--- config.mk ---
export PLATFORM = sky130hd
export DESIGN_NAME = pressure_sample_conditioner
export DESIGN_NICKNAME = d
export VERILOG_FILES = /design/src/rtl/core/psc_pkg.sv /design/src/rtl/core/psc_ram.sv /design/src/rtl/core/psc_div.sv /design/src/rtl/core/psc_dp.sv /design/src/rtl/core/psc_ctrl.sv /design/src/rtl/core/pressure_sample_conditioner.sv
export SDC_FILE = /design/constraint.sdc
export NUM_CORES = 2
export LEC_CHECK = 0
export ABC_AREA = 0
export ABC_CLOCK_PERIOD_IN_PS = 11400
export BUFFER_PORTS_ARGS = -buffer_cell sky130_fd_sc_hd__buf_2
export CAP_MARGIN = 20
export CORE_MARGIN = 2
export CORE_UTILIZATION = 49
export DETAILED_ROUTE_END_ITERATION = 16
export PLACE_DENSITY = 0.76
export SKIP_LAST_GASP = 1
export SYNTH_ARGS = -nofsm -noshare
export SYNTH_HDL_FRONTEND = slang
export SYNTH_SLANG_ARGS = --single-unit
--- constraint.sdc ---
create_clock -name i_clk -period 11.4 [get_ports i_clk]
set_input_delay 1.71 -clock i_clk [delete_from_list [all_inputs] [get_ports i_clk]]
set_output_delay 1.71 -clock i_clk [all_outputs]
set_load 0.02 [all_outputs]
--- src/rtl/core/psc_pkg.sv ---
// psc_pkg: shared types and constants of the pressure sample conditioner
// no dependencies; used by every module under rtl/core except psc_ram

package psc_pkg;

    // field widths
    localparam int COUNT_W = 24;
    localparam int PRESS_W = 21;
    localparam int CFG_W   = 24;
    localparam int IDX_W   = 3;

    // shared divider widths
    localparam int DIV_NW  = 48;
    localparam int DIV_DW  = 24;
    localparam int DIV_CW  = 6;

    // kpa per mmhg in q24
    localparam logic [21:0] KPA_PER_MMHG_Q24 = 22'd2236778;
    localparam logic [7:0]  HITS_MAX         = 8'hFF;

    // configuration register indexes
    localparam logic [IDX_W-1:0] REG_COUNT_FLOOR   = 3'd0;
    localparam logic [IDX_W-1:0] REG_COUNT_CEILING = 3'd1;
    localparam logic [IDX_W-1:0] REG_PRESS_FLOOR   = 3'd2;
    localparam logic [IDX_W-1:0] REG_PRESS_CEILING = 3'd3;
    localparam logic [IDX_W-1:0] REG_CAL_LENGTH    = 3'd4;
    localparam logic [IDX_W-1:0] REG_NZ_BAND       = 3'd5;
    localparam logic [IDX_W-1:0] REG_NZ_RUN        = 3'd6;
    localparam logic [IDX_W-1:0] REG_TRACK_SHIFT   = 3'd7;

    typedef enum logic [4:0] {
        S_IDLE,
        S_LOAD,
        S_READ,
        S_INS,
        S_MED,
        S_CAL,
        S_CDIV,
        S_CFIN,
        S_CLAMP,
        S_MAP,
        S_MST,
        S_MDIV,
        S_MFIN,
        S_KMUL,
        S_KFIN,
        S_TRACK,
        S_DONE
    } t_state;

    typedef struct packed {
        logic accept;
        logic load;
        logic rd_issue;
        logic ins;
        logic med;
        logic cal;
        logic cal_fin;
        logic clamp;
        logic map;
        logic mdiv_start;
        logic mm_fin;
        logic kmul;
        logic kfin;
        logic track;
        logic out_load;
    } t_cmd;

    typedef struct packed {
        logic sel_ok;
        logic last_slot;
        logic calibrated;
        logic map_direct;
        logic div_busy;
        logic out_free;
    } t_sts;

endpackage

--- src/rtl/core/psc_ram.sv ---
// psc_ram: generic single-write, single-read ram with registered read data
// no dependencies

module psc_ram #(
    parameter int WIDTH = 24,
    parameter int DEPTH = 20,
    parameter int AW    = (DEPTH > 1) ? $clog2(DEPTH) : 1
) (
    input  logic             i_clk,
    input  logic             i_we,
    input  logic [AW-1:0]    i_waddr,
    input  logic [WIDTH-1:0] i_wdata,
    input  logic [AW-1:0]    i_raddr,
    output logic [WIDTH-1:0] o_rdata
);

    logic [WIDTH-1:0] r_mem [DEPTH];
    logic [WIDTH-1:0] r_rdata;

    always_ff @(posedge i_clk) begin
        if (i_we) begin
            r_mem[i_waddr] <= i_wdata;
        end
        r_rdata <= r_mem[i_raddr];
    end

    assign o_rdata = r_rdata;

endmodule

--- src/rtl/core/psc_div.sv ---
// psc_div: radix-2 restoring divider, one quotient bit per cycle
// depends on psc_pkg for operand widths

module psc_div (
    input  logic                       i_clk,
    input  logic                       i_rst_n,
    input  logic                       i_start,
    input  logic [psc_pkg::DIV_NW-1:0] i_num,
    input  logic [psc_pkg::DIV_DW-1:0] i_den,
    output logic                       o_busy,
    output logic [psc_pkg::DIV_NW-1:0] o_quot
);

    logic [psc_pkg::DIV_DW:0]   r_rem;
    logic [psc_pkg::DIV_NW-1:0] r_quot;
    logic [psc_pkg::DIV_DW-1:0] r_den;
    logic [psc_pkg::DIV_CW-1:0] r_cnt;
    logic                       r_busy;

    logic [psc_pkg::DIV_DW:0]   w_rem_sh;
    logic                       w_fit;

    assign w_rem_sh = {r_rem[psc_pkg::DIV_DW-1:0], r_quot[psc_pkg::DIV_NW-1]};
    assign w_fit    = (w_rem_sh >= {1'b0, r_den});

    always_ff @(posedge i_clk) begin
        if (!i_rst_n) begin
            r_busy <= 1'b0;
            r_cnt  <= '0;
        end else if (i_start) begin
            r_busy <= 1'b1;
            r_cnt  <= '0;
        end else if (r_busy) begin
            r_cnt <= r_cnt + 1'b1;
            if (r_cnt == psc_pkg::DIV_CW'(psc_pkg::DIV_NW - 1)) begin
                r_busy <= 1'b0;
            end
        end
    end

    always_ff @(posedge i_clk) begin
        if (i_start) begin
            r_rem  <= '0;
            r_quot <= i_num;
            r_den  <= i_den;
        end else if (r_busy) begin
            r_rem  <= w_fit ? (w_rem_sh - {1'b0, r_den}) : w_rem_sh;
            r_quot <= {r_quot[psc_pkg::DIV_NW-2:0], w_fit};
        end
    end

    assign o_busy = r_busy;
    assign o_quot = r_quot;

endmodule

--- src/rtl/core/psc_dp.sv ---
// psc_dp: datapath with sensor state, sample ring, window sort, mapping and tracking
// depends on psc_pkg, psc_ram and psc_div

module psc_dp #(
    parameter int SENSORS      = 4,
    parameter int WINDOW       = 5,
    parameter int TRACK_ENABLE = 1
) (
    input  logic                        i_clk,
    input  logic                        i_rst_n,
    input  psc_pkg::t_cmd               i_cmd,
    output psc_pkg::t_sts               o_sts,
    input  logic [1:0]                  i_sensor_index,
    input  logic [psc_pkg::COUNT_W-1:0] i_sample_counts,
    input  logic                        i_cfg_we,
    input  logic [psc_pkg::IDX_W-1:0]   i_cfg_index,
    input  logic [psc_pkg::CFG_W-1:0]   i_cfg_data,
    input  logic                        i_out_ready,
    output logic                        o_out_valid,
    output logic [psc_pkg::COUNT_W-1:0] o_median_counts,
    output logic [psc_pkg::COUNT_W-1:0] o_corrected_counts,
    output logic [psc_pkg::COUNT_W-1:0] o_reference_counts,
    output logic                        o_is_calibrated,
    output logic [psc_pkg::PRESS_W-1:0] o_pressure_mmhg_q8,
    output logic [psc_pkg::PRESS_W-1:0] o_pressure_kpa_q8
);

    localparam int SW    = (SENSORS > 1) ? $clog2(SENSORS) : 1;
    localparam int HW    = (WINDOW > 1) ? $clog2(WINDOW) : 1;
    localparam int CW    = $clog2(WINDOW + 1);
    localparam int DEPTH = SENSORS * WINDOW;
    localparam int AW    = (DEPTH > 1) ? $clog2(DEPTH) : 1;
    localparam int CNT_W = psc_pkg::COUNT_W;
    localparam int PR_W  = psc_pkg::PRESS_W;

    function automatic logic [PR_W-1:0] sat21(input logic signed [23:0] v);
        logic [PR_W-1:0] res;
        if (v > 24'sd1048575) begin
            res = 21'h0FFFFF;
        end else if (v < -24'sd1048576) begin
            res = 21'h100000;
        end else begin
            res = v[PR_W-1:0];
        end
        return res;
    endfunction

    // configuration
    logic [CNT_W-1:0] r_count_floor;
    logic [CNT_W-1:0] r_count_ceiling;
    logic [PR_W-1:0]  r_press_floor;
    logic [PR_W-1:0]  r_press_ceiling;
    logic [7:0]       r_cal_length;
    logic [19:0]      r_nz_band;
    logic [7:0]       r_nz_run;
    logic [3:0]       r_track_shift;

    always_ff @(posedge i_clk) begin
        if (!i_rst_n) begin
            r_count_floor   <= 24'd1677722;
            r_count_ceiling <= 24'd15099494;
            r_press_floor   <= 21'd0;
            r_press_ceiling <= 21'd330990;
            r_cal_length    <= 8'd16;
            r_nz_band       <= 20'd256;
            r_nz_run        <= 8'd10;
            r_track_shift   <= 4'd4;
        end else if (i_cfg_we) begin
            unique case (i_cfg_index)
                psc_pkg::REG_COUNT_FLOOR:   r_count_floor   <= i_cfg_data;
                psc_pkg::REG_COUNT_CEILING: r_count_ceiling <= i_cfg_data;
                psc_pkg::REG_PRESS_FLOOR:   r_press_floor   <= i_cfg_data[PR_W-1:0];
                psc_pkg::REG_PRESS_CEILING: r_press_ceiling <= i_cfg_data[PR_W-1:0];
                psc_pkg::REG_CAL_LENGTH:    r_cal_length    <= i_cfg_data[7:0];
                psc_pkg::REG_NZ_BAND:       r_nz_band       <= i_cfg_data[19:0];
                psc_pkg::REG_NZ_RUN:        r_nz_run        <= i_cfg_data[7:0];
                psc_pkg::REG_TRACK_SHIFT:   r_track_shift   <= i_cfg_data[3:0];
                default: ;
            endcase
        end
    end

    // per-sensor state
    logic [HW-1:0]    r_head  [SENSORS];
    logic [31:0]      r_csum  [SENSORS];
    logic [7:0]       r_ccnt  [SENSORS];
    logic             r_cflag [SENSORS];
    logic [CNT_W-1:0] r_zref  [SENSORS];
    logic [7:0]       r_hits  [SENSORS];

    // item registers
    logic [SW-1:0]    r_sel;
    logic             r_sel_ok;
    logic [CNT_W-1:0] r_sample;
    logic [CW-1:0]    r_n;
    logic [CW-1:0]    r_rd_cnt;
    logic [CW-1:0]    r_srt_cnt;
    logic [CNT_W-1:0] r_sorted [WINDOW];
    logic [CNT_W-1:0] r_med;
    logic [CNT_W-1:0] r_corr;
    logic [PR_W-1:0]  r_mm;
    logic [PR_W-1:0]  r_kpa;
    logic [45:0]      r_prod;
    logic             r_prod_neg;
    logic [42:0]      r_kprod;
    logic             r_kneg;

    // ring write and read addressing
    logic [HW-1:0]    w_head;
    logic [HW-1:0]    w_head_nx;
    logic [AW-1:0]    w_waddr;
    logic [AW-1:0]    w_raddr;
    logic [CNT_W-1:0] w_rdata;

    assign w_head    = (int'(r_head[r_sel]) >= WINDOW) ? '0 : r_head[r_sel];
    assign w_head_nx = (int'(w_head) + 1 >= WINDOW) ? '0 : HW'(int'(w_head) + 1);
    assign w_waddr   = AW'(int'(r_sel) * WINDOW + int'(w_head));
    assign w_raddr   = AW'(int'(r_sel) * WINDOW + int'(r_rd_cnt));

    psc_ram #(
        .WIDTH(CNT_W),
        .DEPTH(DEPTH)
    ) u_ring (
        .i_clk  (i_clk),
        .i_we   (i_cmd.load),
        .i_waddr(w_waddr),
        .i_wdata(r_sample),
        .i_raddr(w_raddr),
        .o_rdata(w_rdata)
    );

    // insertion of one ring beat into the sorted window
    logic             w_gt     [WINDOW];
    logic [CNT_W-1:0] w_sorted [WINDOW];

    always_comb begin
        for (int k = 0; k < WINDOW; k++) begin
            w_gt[k] = (k >= int'(r_srt_cnt)) || (r_sorted[k] > w_rdata);
        end
        for (int k = 0; k < WINDOW; k++) begin
            if (!w_gt[k]) begin
                w_sorted[k] = r_sorted[k];
            end else if (k == 0) begin
                w_sorted[k] = w_rdata;
            end else if (!w_gt[k-1]) begin
                w_sorted[k] = w_rdata;
            end else begin
                w_sorted[k] = r_sorted[k-1];
            end
        end
    end

    // shared divider
    logic                       w_div_start;
    logic [psc_pkg::DIV_NW-1:0] w_div_num;
    logic [psc_pkg::DIV_DW-1:0] w_div_den;
    logic                       w_div_busy;
    logic [psc_pkg::DIV_NW-1:0] w_div_quot;

    logic [31:0] w_csum_nx;
    logic [7:0]  w_ccnt_nx;

    assign w_csum_nx = r_csum[r_sel] + 32'(r_med);
    assign w_ccnt_nx = (r_ccnt[r_sel] < r_cal_length) ? r_ccnt[r_sel] + 8'd1 : r_ccnt[r_sel];

    always_comb begin
        if (i_cmd.cal) begin
            w_div_num = psc_pkg::DIV_NW'(w_csum_nx);
            w_div_den = (w_ccnt_nx == 8'd0) ? psc_pkg::DIV_DW'(1) : psc_pkg::DIV_DW'(w_ccnt_nx);
        end else begin
            w_div_num = psc_pkg::DIV_NW'(r_prod);
            w_div_den = r_count_ceiling - r_count_floor;
        end
    end

    assign w_div_start = i_cmd.cal | i_cmd.mdiv_start;

    psc_div u_div (
        .i_clk  (i_clk),
        .i_rst_n(i_rst_n),
        .i_start(w_div_start),
        .i_num  (w_div_num),
        .i_den  (w_div_den),
        .o_busy (w_div_busy),
        .o_quot (w_div_quot)
    );

    // compensation and clamp
    logic signed [25:0] w_comp;
    logic [CNT_W-1:0]   w_corr;

    assign w_comp = $signed({2'b00, r_med}) - $signed({2'b00, r_zref[r_sel]})
                  + $signed({2'b00, r_count_floor});

    always_comb begin
        if (w_comp <= $signed({2'b00, r_count_floor})) begin
            w_corr = r_count_floor;
        end else if (w_comp >= $signed({2'b00, r_count_ceiling})) begin
            w_corr = r_count_ceiling;
        end else begin
            w_corr = w_comp[CNT_W-1:0];
        end
    end

    // linear map to mmhg
    logic               w_map_direct;
    logic signed [21:0] w_dp;
    logic [21:0]        w_dp_mag;
    logic signed [23:0] w_q_s;
    logic signed [23:0] w_mm_sum;

    assign w_map_direct = (r_corr <= r_count_floor) || (r_corr >= r_count_ceiling);
    assign w_dp     = $signed({r_press_ceiling[PR_W-1], r_press_ceiling})
                    - $signed({r_press_floor[PR_W-1], r_press_floor});
    assign w_dp_mag = w_dp[21] ? 22'(-w_dp) : 22'(w_dp);
    assign w_q_s    = r_prod_neg ? -$signed({1'b0, w_div_quot[22:0]})
                                 : $signed({1'b0, w_div_quot[22:0]});
    assign w_mm_sum = $signed({{3{r_press_floor[PR_W-1]}}, r_press_floor}) + w_q_s;

    // kpa conversion, rounded half away from zero
    logic [PR_W-1:0]    w_mm_mag;
    logic [43:0]        w_kround;
    logic signed [23:0] w_kpa_s;

    assign w_mm_mag = r_mm[PR_W-1] ? PR_W'(-r_mm) : r_mm;
    assign w_kround = {1'b0, r_kprod} + 44'h00000800000;
    assign w_kpa_s  = r_kneg ? -$signed({4'b0, w_kround[43:24]})
                             : $signed({4'b0, w_kround[43:24]});

    // zero reference tracking
    logic        w_near;
    logic [7:0]  w_hits_nx;
    logic [40:0] w_tr_r;
    logic [40:0] w_tr_sum;
    logic [40:0] w_tr_v;

    assign w_near    = (w_mm_mag <= {1'b0, r_nz_band});
    assign w_hits_nx = (r_hits[r_sel] < psc_pkg::HITS_MAX) ? r_hits[r_sel] + 8'd1
                                                           : r_hits[r_sel];
    assign w_tr_r    = 41'(r_zref[r_sel]);
    assign w_tr_sum  = (w_tr_r << r_track_shift) - w_tr_r + 41'(r_med);
    assign w_tr_v    = w_tr_sum >> r_track_shift;

    // per-sensor state updates
    always_ff @(posedge i_clk) begin
        if (!i_rst_n) begin
            for (int s = 0; s < SENSORS; s++) begin
                r_head[s]  <= '0;
                r_csum[s]  <= '0;
                r_ccnt[s]  <= '0;
                r_cflag[s] <= 1'b0;
                r_zref[s]  <= '0;
                r_hits[s]  <= '0;
            end
        end else begin
            if (i_cmd.load) begin
                r_head[r_sel] <= w_head_nx;
            end
            if (i_cmd.cal) begin
                r_csum[r_sel] <= w_csum_nx;
                r_ccnt[r_sel] <= w_ccnt_nx;
            end
            if (i_cmd.cal_fin) begin
                r_zref[r_sel] <= (|w_div_quot[psc_pkg::DIV_NW-1:CNT_W]) ? '1
                                                                       : w_div_quot[CNT_W-1:0];
                if (r_ccnt[r_sel] >= r_cal_length) begin
                    r_cflag[r_sel] <= 1'b1;
                end
            end
            if (i_cmd.track && TRACK_ENABLE != 0) begin
                if (w_near) begin
                    r_hits[r_sel] <= w_hits_nx;
                    if (w_hits_nx >= r_nz_run) begin
                        r_zref[r_sel] <= w_tr_v[CNT_W-1:0];
                    end
                end else begin
                    r_hits[r_sel] <= '0;
                end
            end
        end
    end

    // item registers
    always_ff @(posedge i_clk) begin
        if (i_cmd.accept) begin
            r_sel    <= SW'(i_sensor_index);
            r_sel_ok <= (32'(i_sensor_index) < SENSORS);
            r_sample <= i_sample_counts;
        end
        if (i_cmd.load) begin
            r_n       <= (32'(r_ccnt[r_sel]) < WINDOW) ? CW'(r_ccnt[r_sel] + 8'd1) : CW'(WINDOW);
            r_rd_cnt  <= '0;
            r_srt_cnt <= '0;
        end
        if (i_cmd.rd_issue) begin
            r_rd_cnt <= r_rd_cnt + 1'b1;
        end
        if (i_cmd.ins) begin
            r_sorted  <= w_sorted;
            r_srt_cnt <= r_srt_cnt + 1'b1;
        end
        if (i_cmd.med) begin
            r_med <= r_sorted[HW'(r_n >> 1)];
        end
        if (i_cmd.cal_fin) begin
            r_corr <= r_med;
            r_mm   <= '0;
            r_kpa  <= '0;
        end
        if (i_cmd.clamp) begin
            r_corr <= w_corr;
        end
        if (i_cmd.map) begin
            if (r_corr <= r_count_floor) begin
                r_mm <= r_press_floor;
            end else if (r_corr >= r_count_ceiling) begin
                r_mm <= r_press_ceiling;
            end
            r_prod     <= 46'(r_corr - r_count_floor) * 46'(w_dp_mag);
            r_prod_neg <= w_dp[21];
        end
        if (i_cmd.mm_fin) begin
            r_mm <= sat21(w_mm_sum);
        end
        if (i_cmd.kmul) begin
            r_kprod <= 43'(w_mm_mag) * 43'(psc_pkg::KPA_PER_MMHG_Q24);
            r_kneg  <= r_mm[PR_W-1];
        end
        if (i_cmd.kfin) begin
            r_kpa <= sat21(w_kpa_s);
        end
    end

    // output register
    logic r_out_valid;

    always_ff @(posedge i_clk) begin
        if (!i_rst_n) begin
            r_out_valid <= 1'b0;
        end else if (i_cmd.out_load) begin
            r_out_valid <= 1'b1;
        end else if (i_out_ready) begin
            r_out_valid <= 1'b0;
        end
    end

    always_ff @(posedge i_clk) begin
        if (i_cmd.out_load) begin
            if (r_sel_ok) begin
                o_median_counts    <= r_med;
                o_corrected_counts <= r_corr;
                o_reference_counts <= r_zref[r_sel];
                o_is_calibrated    <= r_cflag[r_sel];
                o_pressure_mmhg_q8 <= r_mm;
                o_pressure_kpa_q8  <= r_kpa;
            end else begin
                o_median_counts    <= '0;
                o_corrected_counts <= '0;
                o_reference_counts <= '0;
                o_is_calibrated    <= 1'b0;
                o_pressure_mmhg_q8 <= '0;
                o_pressure_kpa_q8  <= '0;
            end
        end
    end

    assign o_out_valid = r_out_valid;

    assign o_sts.sel_ok     = r_sel_ok;
    assign o_sts.last_slot  = (CW'(r_srt_cnt + 1'b1) == r_n);
    assign o_sts.calibrated = r_cflag[r_sel];
    assign o_sts.map_direct = w_map_direct;
    assign o_sts.div_busy   = w_div_busy;
    assign o_sts.out_free   = !r_out_valid || i_out_ready;

endmodule

--- src/rtl/core/psc_ctrl.sv ---
// psc_ctrl: sequencer that steps one sample through the datapath
// depends on psc_pkg

module psc_ctrl (
    input  logic          i_clk,
    input  logic          i_rst_n,
    input  logic          i_in_valid,
    output logic          o_in_ready,
    input  psc_pkg::t_sts i_sts,
    output psc_pkg::t_cmd o_cmd
);

    psc_pkg::t_state r_state;
    psc_pkg::t_state n_state;

    always_ff @(posedge i_clk) begin
        if (!i_rst_n) begin
            r_state <= psc_pkg::S_IDLE;
        end else begin
            r_state <= n_state;
        end
    end

    always_comb begin
        n_state = r_state;
        unique case (r_state)
            psc_pkg::S_IDLE:  if (i_in_valid) n_state = psc_pkg::S_LOAD;
            psc_pkg::S_LOAD:  n_state = i_sts.sel_ok ? psc_pkg::S_READ : psc_pkg::S_DONE;
            psc_pkg::S_READ:  n_state = psc_pkg::S_INS;
            psc_pkg::S_INS:   n_state = i_sts.last_slot ? psc_pkg::S_MED : psc_pkg::S_READ;
            psc_pkg::S_MED:   n_state = i_sts.calibrated ? psc_pkg::S_CLAMP : psc_pkg::S_CAL;
            psc_pkg::S_CAL:   n_state = psc_pkg::S_CDIV;
            psc_pkg::S_CDIV:  if (!i_sts.div_busy) n_state = psc_pkg::S_CFIN;
            psc_pkg::S_CFIN:  n_state = psc_pkg::S_DONE;
            psc_pkg::S_CLAMP: n_state = psc_pkg::S_MAP;
            psc_pkg::S_MAP:   n_state = i_sts.map_direct ? psc_pkg::S_KMUL : psc_pkg::S_MST;
            psc_pkg::S_MST:   n_state = psc_pkg::S_MDIV;
            psc_pkg::S_MDIV:  if (!i_sts.div_busy) n_state = psc_pkg::S_MFIN;
            psc_pkg::S_MFIN:  n_state = psc_pkg::S_KMUL;
            psc_pkg::S_KMUL:  n_state = psc_pkg::S_KFIN;
            psc_pkg::S_KFIN:  n_state = psc_pkg::S_TRACK;
            psc_pkg::S_TRACK: n_state = psc_pkg::S_DONE;
            psc_pkg::S_DONE:  if (i_sts.out_free) n_state = psc_pkg::S_IDLE;
            default:          n_state = psc_pkg::S_IDLE;
        endcase
    end

    always_comb begin
        o_cmd            = '0;
        o_cmd.accept     = (r_state == psc_pkg::S_IDLE) && i_in_valid;
        o_cmd.load       = (r_state == psc_pkg::S_LOAD) && i_sts.sel_ok;
        o_cmd.rd_issue   = (r_state == psc_pkg::S_READ);
        o_cmd.ins        = (r_state == psc_pkg::S_INS);
        o_cmd.med        = (r_state == psc_pkg::S_MED);
        o_cmd.cal        = (r_state == psc_pkg::S_CAL);
        o_cmd.cal_fin    = (r_state == psc_pkg::S_CFIN);
        o_cmd.clamp      = (r_state == psc_pkg::S_CLAMP);
        o_cmd.map        = (r_state == psc_pkg::S_MAP);
        o_cmd.mdiv_start = (r_state == psc_pkg::S_MST);
        o_cmd.mm_fin     = (r_state == psc_pkg::S_MFIN);
        o_cmd.kmul       = (r_state == psc_pkg::S_KMUL);
        o_cmd.kfin       = (r_state == psc_pkg::S_KFIN);
        o_cmd.track      = (r_state == psc_pkg::S_TRACK);
        o_cmd.out_load   = (r_state == psc_pkg::S_DONE) && i_sts.out_free;
    end

    assign o_in_ready = (r_state == psc_pkg::S_IDLE);

endmodule

--- src/rtl/core/pressure_sample_conditioner.sv ---
// pressure_sample_conditioner: median filter with auto-zero tracking, per sensor
// sequence per accepted beat: ring write, then a read state and an insert state per slot
// (n <= WINDOW slots), median pick, then either the calibration divide on the 48-step
// shared radix-2 divider, or clamp, map (direct or through that divider), kpa and tracking
// one sample at a time: the next beat is taken only once the result is in the output
// register, which may still be waiting on the master side
// reset: synchronous active low; clears sensor state, config to defaults, no ring clear

module pressure_sample_conditioner #(
    parameter int SENSORS      = 4,
    parameter int WINDOW       = 5,
    parameter int TRACK_ENABLE = 1
) (
    input  logic                      i_clk,
    input  logic                      i_rst_n,
    input  logic                      i_s_axis_tvalid,
    output logic                      o_s_axis_tready,
    // [1:0] sensor_index, [25:2] sample_counts
    input  logic [31:0]               i_s_axis_tdata,
    output logic                      o_m_axis_tvalid,
    input  logic                      i_m_axis_tready,
    // [23:0] median_counts, [47:24] corrected_counts, [71:48] reference_counts,
    // [92:72] pressure_mmhg_q8, [113:93] pressure_kpa_q8
    output logic [119:0]              o_m_axis_tdata,
    // [0] is_calibrated
    output logic                      o_m_axis_tuser,
    input  logic                      i_cfg_we,
    input  logic [psc_pkg::IDX_W-1:0] i_cfg_index,
    input  logic [psc_pkg::CFG_W-1:0] i_cfg_data
);

    psc_pkg::t_cmd w_cmd;
    psc_pkg::t_sts w_sts;

    logic [psc_pkg::COUNT_W-1:0] w_med;
    logic [psc_pkg::COUNT_W-1:0] w_corr;
    logic [psc_pkg::COUNT_W-1:0] w_ref;
    logic [psc_pkg::PRESS_W-1:0] w_mm;
    logic [psc_pkg::PRESS_W-1:0] w_kpa;

    psc_ctrl u_ctrl (
        .i_clk     (i_clk),
        .i_rst_n   (i_rst_n),
        .i_in_valid(i_s_axis_tvalid),
        .o_in_ready(o_s_axis_tready),
        .i_sts     (w_sts),
        .o_cmd     (w_cmd)
    );

    psc_dp #(
        .SENSORS     (SENSORS),
        .WINDOW      (WINDOW),
        .TRACK_ENABLE(TRACK_ENABLE)
    ) u_dp (
        .i_clk             (i_clk),
        .i_rst_n           (i_rst_n),
        .i_cmd             (w_cmd),
        .o_sts             (w_sts),
        .i_sensor_index    (i_s_axis_tdata[1:0]),
        .i_sample_counts   (i_s_axis_tdata[25:2]),
        .i_cfg_we          (i_cfg_we),
        .i_cfg_index       (i_cfg_index),
        .i_cfg_data        (i_cfg_data),
        .i_out_ready       (i_m_axis_tready),
        .o_out_valid       (o_m_axis_tvalid),
        .o_median_counts   (w_med),
        .o_corrected_counts(w_corr),
        .o_reference_counts(w_ref),
        .o_is_calibrated   (o_m_axis_tuser),
        .o_pressure_mmhg_q8(w_mm),
        .o_pressure_kpa_q8 (w_kpa)
    );

    assign o_m_axis_tdata = {6'b0, w_kpa, w_mm, w_ref, w_corr, w_med};

    // a taken beat parks the sequencer until the result is produced
    a_busy_after_accept: assert property (@(posedge i_clk) disable iff (!i_rst_n)
        (i_s_axis_tvalid && o_s_axis_tready) |=> !o_s_axis_tready)
        else $error("input taken while a sample is in flight");

    // an uncalibrated sensor reports zero pressure
    a_uncal_zero: assert property (@(posedge i_clk) disable iff (!i_rst_n)
        (o_m_axis_tvalid && !o_m_axis_tuser) |->
        (o_m_axis_tdata[92:72] == '0 && o_m_axis_tdata[113:93] == '0))
        else $error("nonzero pressure before calibration");

    // a new result is only loaded once the previous one has been taken
    a_no_overwrite: assert property (@(posedge i_clk) disable iff (!i_rst_n)
        (o_m_axis_tvalid && !i_m_axis_tready) |=> $stable(o_m_axis_tdata))
        else $error("pending result overwritten");

endmodule
==> run summary <==
======================================================================================
Tot GR Track Use                                                                27.58%
Worst path required time                                                      12.00 ns
Fin util                                                                        54.52%
Overall via count from detail_route                                              74018
Remaining antenna violation count after routing                                      0
Number of register bits inferred by synthesis                                     1453
Total area of multi-input combinational cells                              0.05584 mm2
Last element of the critical path                                         u_dp.r_prod[45]
TritonRoute pass-1 iters                                                             7
Crit Path Class                                                           register to register
Crit. End Element                                                             register
Post-DR vias/cell                                                                5.952
Final Routed Wirelength                                                      291600 um
Sequential-to-total area share from yosys stat                                  40.43%
Max stage delay cell, worst path                                          sky130_fd_sc_hd__fa_1
Gate Count Post-Synth                                                             9332
Count of flip-flops with a built-in enable after synthesis                        1236
CTS tree                                                                          done
Clock buffer count from CTS                                                        153
Post-CTS Hold Buffers                                                                0
Number of distinct standard cells referenced by the synthesized netlist             87
Cell Area, Synth                                                            0.1026 mm2
Clock transition at the registers of the reported paths                        0.06 ns
Routed length per instance                                                    23.45 um
Critical Path Most Common Cell                                            sky130_fd_sc_hd__fa_1
Die width                                                                     461.5 um
Register-to-register setup slack                                               0.58 ns
Clock sink count                                                                  1453
Core box area                                                               0.2075 mm2
Clk buf depth                                                                        3
Number of antenna violations at the first check in global routing                   24
FF-to-FF path depth                                                                 39
Final weighted congestion in routability-driven placement                        1.021
Layout Area Growth over Synthesis                                               10.31%
Max-slew violation count                                                             0
Number of primary I/O pins                                                         187
Primary FF master, synth                                                  sky130_fd_sc_hd__edfxtp_1
Sort of element at the start of the critical path                             register
Total DRC errors in the routed layout                                                0
Final clock skew                                                            0.08944 ns
Number of setup buffers added after CTS                                              0
Setup TNS                                                                         0 ns
Total area of sequential cells                                             0.04147 mm2
Arrival time reported for the critical path endpoint                          11.42 ns
First-pass GRT wire length                                                   446900 um
Worst R2R End                                                             u_dp.r_prod[45]
Final layout net count                                                           11012
Launch point of the worst hold path                                       u_dp.r_kpa[5]
Total Die Area                                                              0.2130 mm2
Number of global-route vias before repair                                        75585
FMAX                                                                       0.09244 GHz
Fraction of layout instances using a drive strength above 1                     11.56%
Yosys top cell area share                                                       36.19%
Worst hold-check path type                                                register to register
Result of the run                                                         finished clean
Final Hold Viols                                                                     0
Relative max-transition margin                                                  25.51%
Die height                                                                    461.5 um
Largest cells by area after synthesis                                     sky130_fd_sc_hd__edfxtp_1 (36%), sky130_fd_sc_hd__fa_1 (13%), sky130_fd_sc_hd__ha_1 (9.3%)
Number of H-tree levels                                                              4
Synthesized area per cell                                                    10.99 um2
Yosys synthesis warning count                                                        0
Master cell of the clock root buffer                                      sky130_fd_sc_hd__clkbuf_16
Most frequent standard cell in the layout excluding fill and tap cells    sky130_fd_sc_hd__edfxtp_1
Total gr overflow                                                                    0
Insertion delay to the later sink of the worst-skew pair                       0.88 ns
Reg-to-reg startpoint                                                     u_dp.r_corr[0]
Highest-count cells in the layout ignoring fill and taps                  sky130_fd_sc_hd__edfxtp_1 (1236), sky130_fd_sc_hd__inv_1 (1171), sky130_fd_sc_hd__nand2_1 (1059)
Actual slew at the worst max-slew pin                                         1.116 ns
Number of violations of the max-capacitance limit                                    0
Final setup violation count                                                          0
Start point of the critical path                                          u_dp.r_corr[0]
Pin count of the biggest net entering global routing                                83
Starting density of the core                                                    49.43%
Share of synthesized registers carrying an async set or reset                       0%
IO Port Bufs                                                                       174
Number of DRC violations after detailed-routing iteration 0                       7511
Number of rows in the core area                                                    167
DPL Wire Length                                                              212700 um
Longest individual stage delay on the worst path                               0.55 ns
Top cell type by total area after synthesis                               sky130_fd_sc_hd__edfxtp_1
Final worst-path cycle share                                                    94.89%
Cts repair resizes                                                                   0
Minimum clock period after layout                                             10.82 ns
Layout fillers                                                                   17189
Maximum fanout encountered on the critical timing path                              17
======================================================================================
[metrics by stage]
stage	setup slack [ns]	hold WS, ns	cells	cell area (um2)
4_1_cts	0.2543	0.4178	12423	113000
6_report	0.5821	0.4166	12435	113100
5_1_grt	-0.01031	0.4257	12429	113100
3_5_place_dp	0.2939	0.4045	12138	107600
3_3_place_gp	0.5103	0.4019	12134	107500
2_1_floorplan	1.140	0.4003	9337	102600
[final cells by class]
| cell class | count | share of cell area, % |
|---|---|---|
| well taps | 2788 | 3.083 |
| inverters | 1176 | 3.903 |
| multi-input cells | 6346 | 49.36 |
| diodes | 7 | 0.01548 |
| clock inverters | 98 | 1.179 |
| flip-flops and latches | 1453 | 36.66 |
| clock buffers | 187 | 3.570 |
| repair buffers | 380 | 2.234 |
[cells in the mapped netlist, drive strengths merged (79+ instances only)]
library cell and instances:
a21o 151, a21oi 428, and2 80, clkbuf 297, dfxtp 217, edfxtp 1236, fa 676, ha 762
inv 1174, mux2 85, mux2i 106, mux4 252, nand2 1063, nand2b 124, nand3 125, nand4 79
nor2 680, nor2b 130, nor3 79, o21ai 369, xnor2 268, xor2 129
[critical path, delay by kind of cell (launching register included)]
kind | cells | cell delay, ns
compound gates | 12 | 2.87
xor+xnor | 3 | 0.73
fa+ha+maj | 10 | 4.45
buf+inv | 6 | 1.00
flops | 1 | 0.41
simple gates | 8 | 1.15
[worst min-delay path by stage]
| stage | slack [ns] | endpoint | cells past startpoint |
|---|---|---|---|
| floorplan | 0.40 | u_dp.o_pressure_kpa_q8[0] | 0 |
| finish | 0.42 | u_dp.o_pressure_kpa_q8[5] | 0 |
| global route | 0.43 | u_dp.o_pressure_kpa_q8[9] | 0 |
| detailed placement | 0.40 | u_dp.o_pressure_kpa_q8[5] | 0 |
| CTS | 0.42 | u_dp.o_pressure_kpa_q8[5] | 0 |
| global placement | 0.40 | u_dp.o_pressure_kpa_q8[4] | 0 |
[cell families after synthesis]
logic type	after synthesis	synth area share, %
compound gates	1511	9.327
fa+ha+maj	1438	22.49
flops	1453	40.43
other cells	1	0.003656
xor+xnor	397	3.390
buf+inv	1538	5.672
simple gates	2551	11.19
mux	443	7.502
[per-layer routing]
layer | part of all wire, % | track usage [%] | routed length (um)
met1 | 38 | 35.15 | 111400
met2 | 47 | 44.97 | 136900
met3 | 9.3 | 5.183 | 27010
met4 | 5.5 | 14.04 | 16190
met5 | 0.035 | 0 | 101
[sequential cells by signal (all words and copies together), names as in the netlist, 32 cells and up, named ones only]
register / cells
u_dp.r_ccnt: 32
u_dp.u_ring.r_mem: 480
u_dp.r_zref: 96
u_dp.r_csum: 128
u_dp.r_hits: 32
u_dp.u_div.o_quot: 48
u_dp.r_sorted: 96
u_dp.r_prod: 46
Power is left out: the tool's default activity adds up to more than one toggle a clock period on the data nets, which glitch-free logic cannot reach.
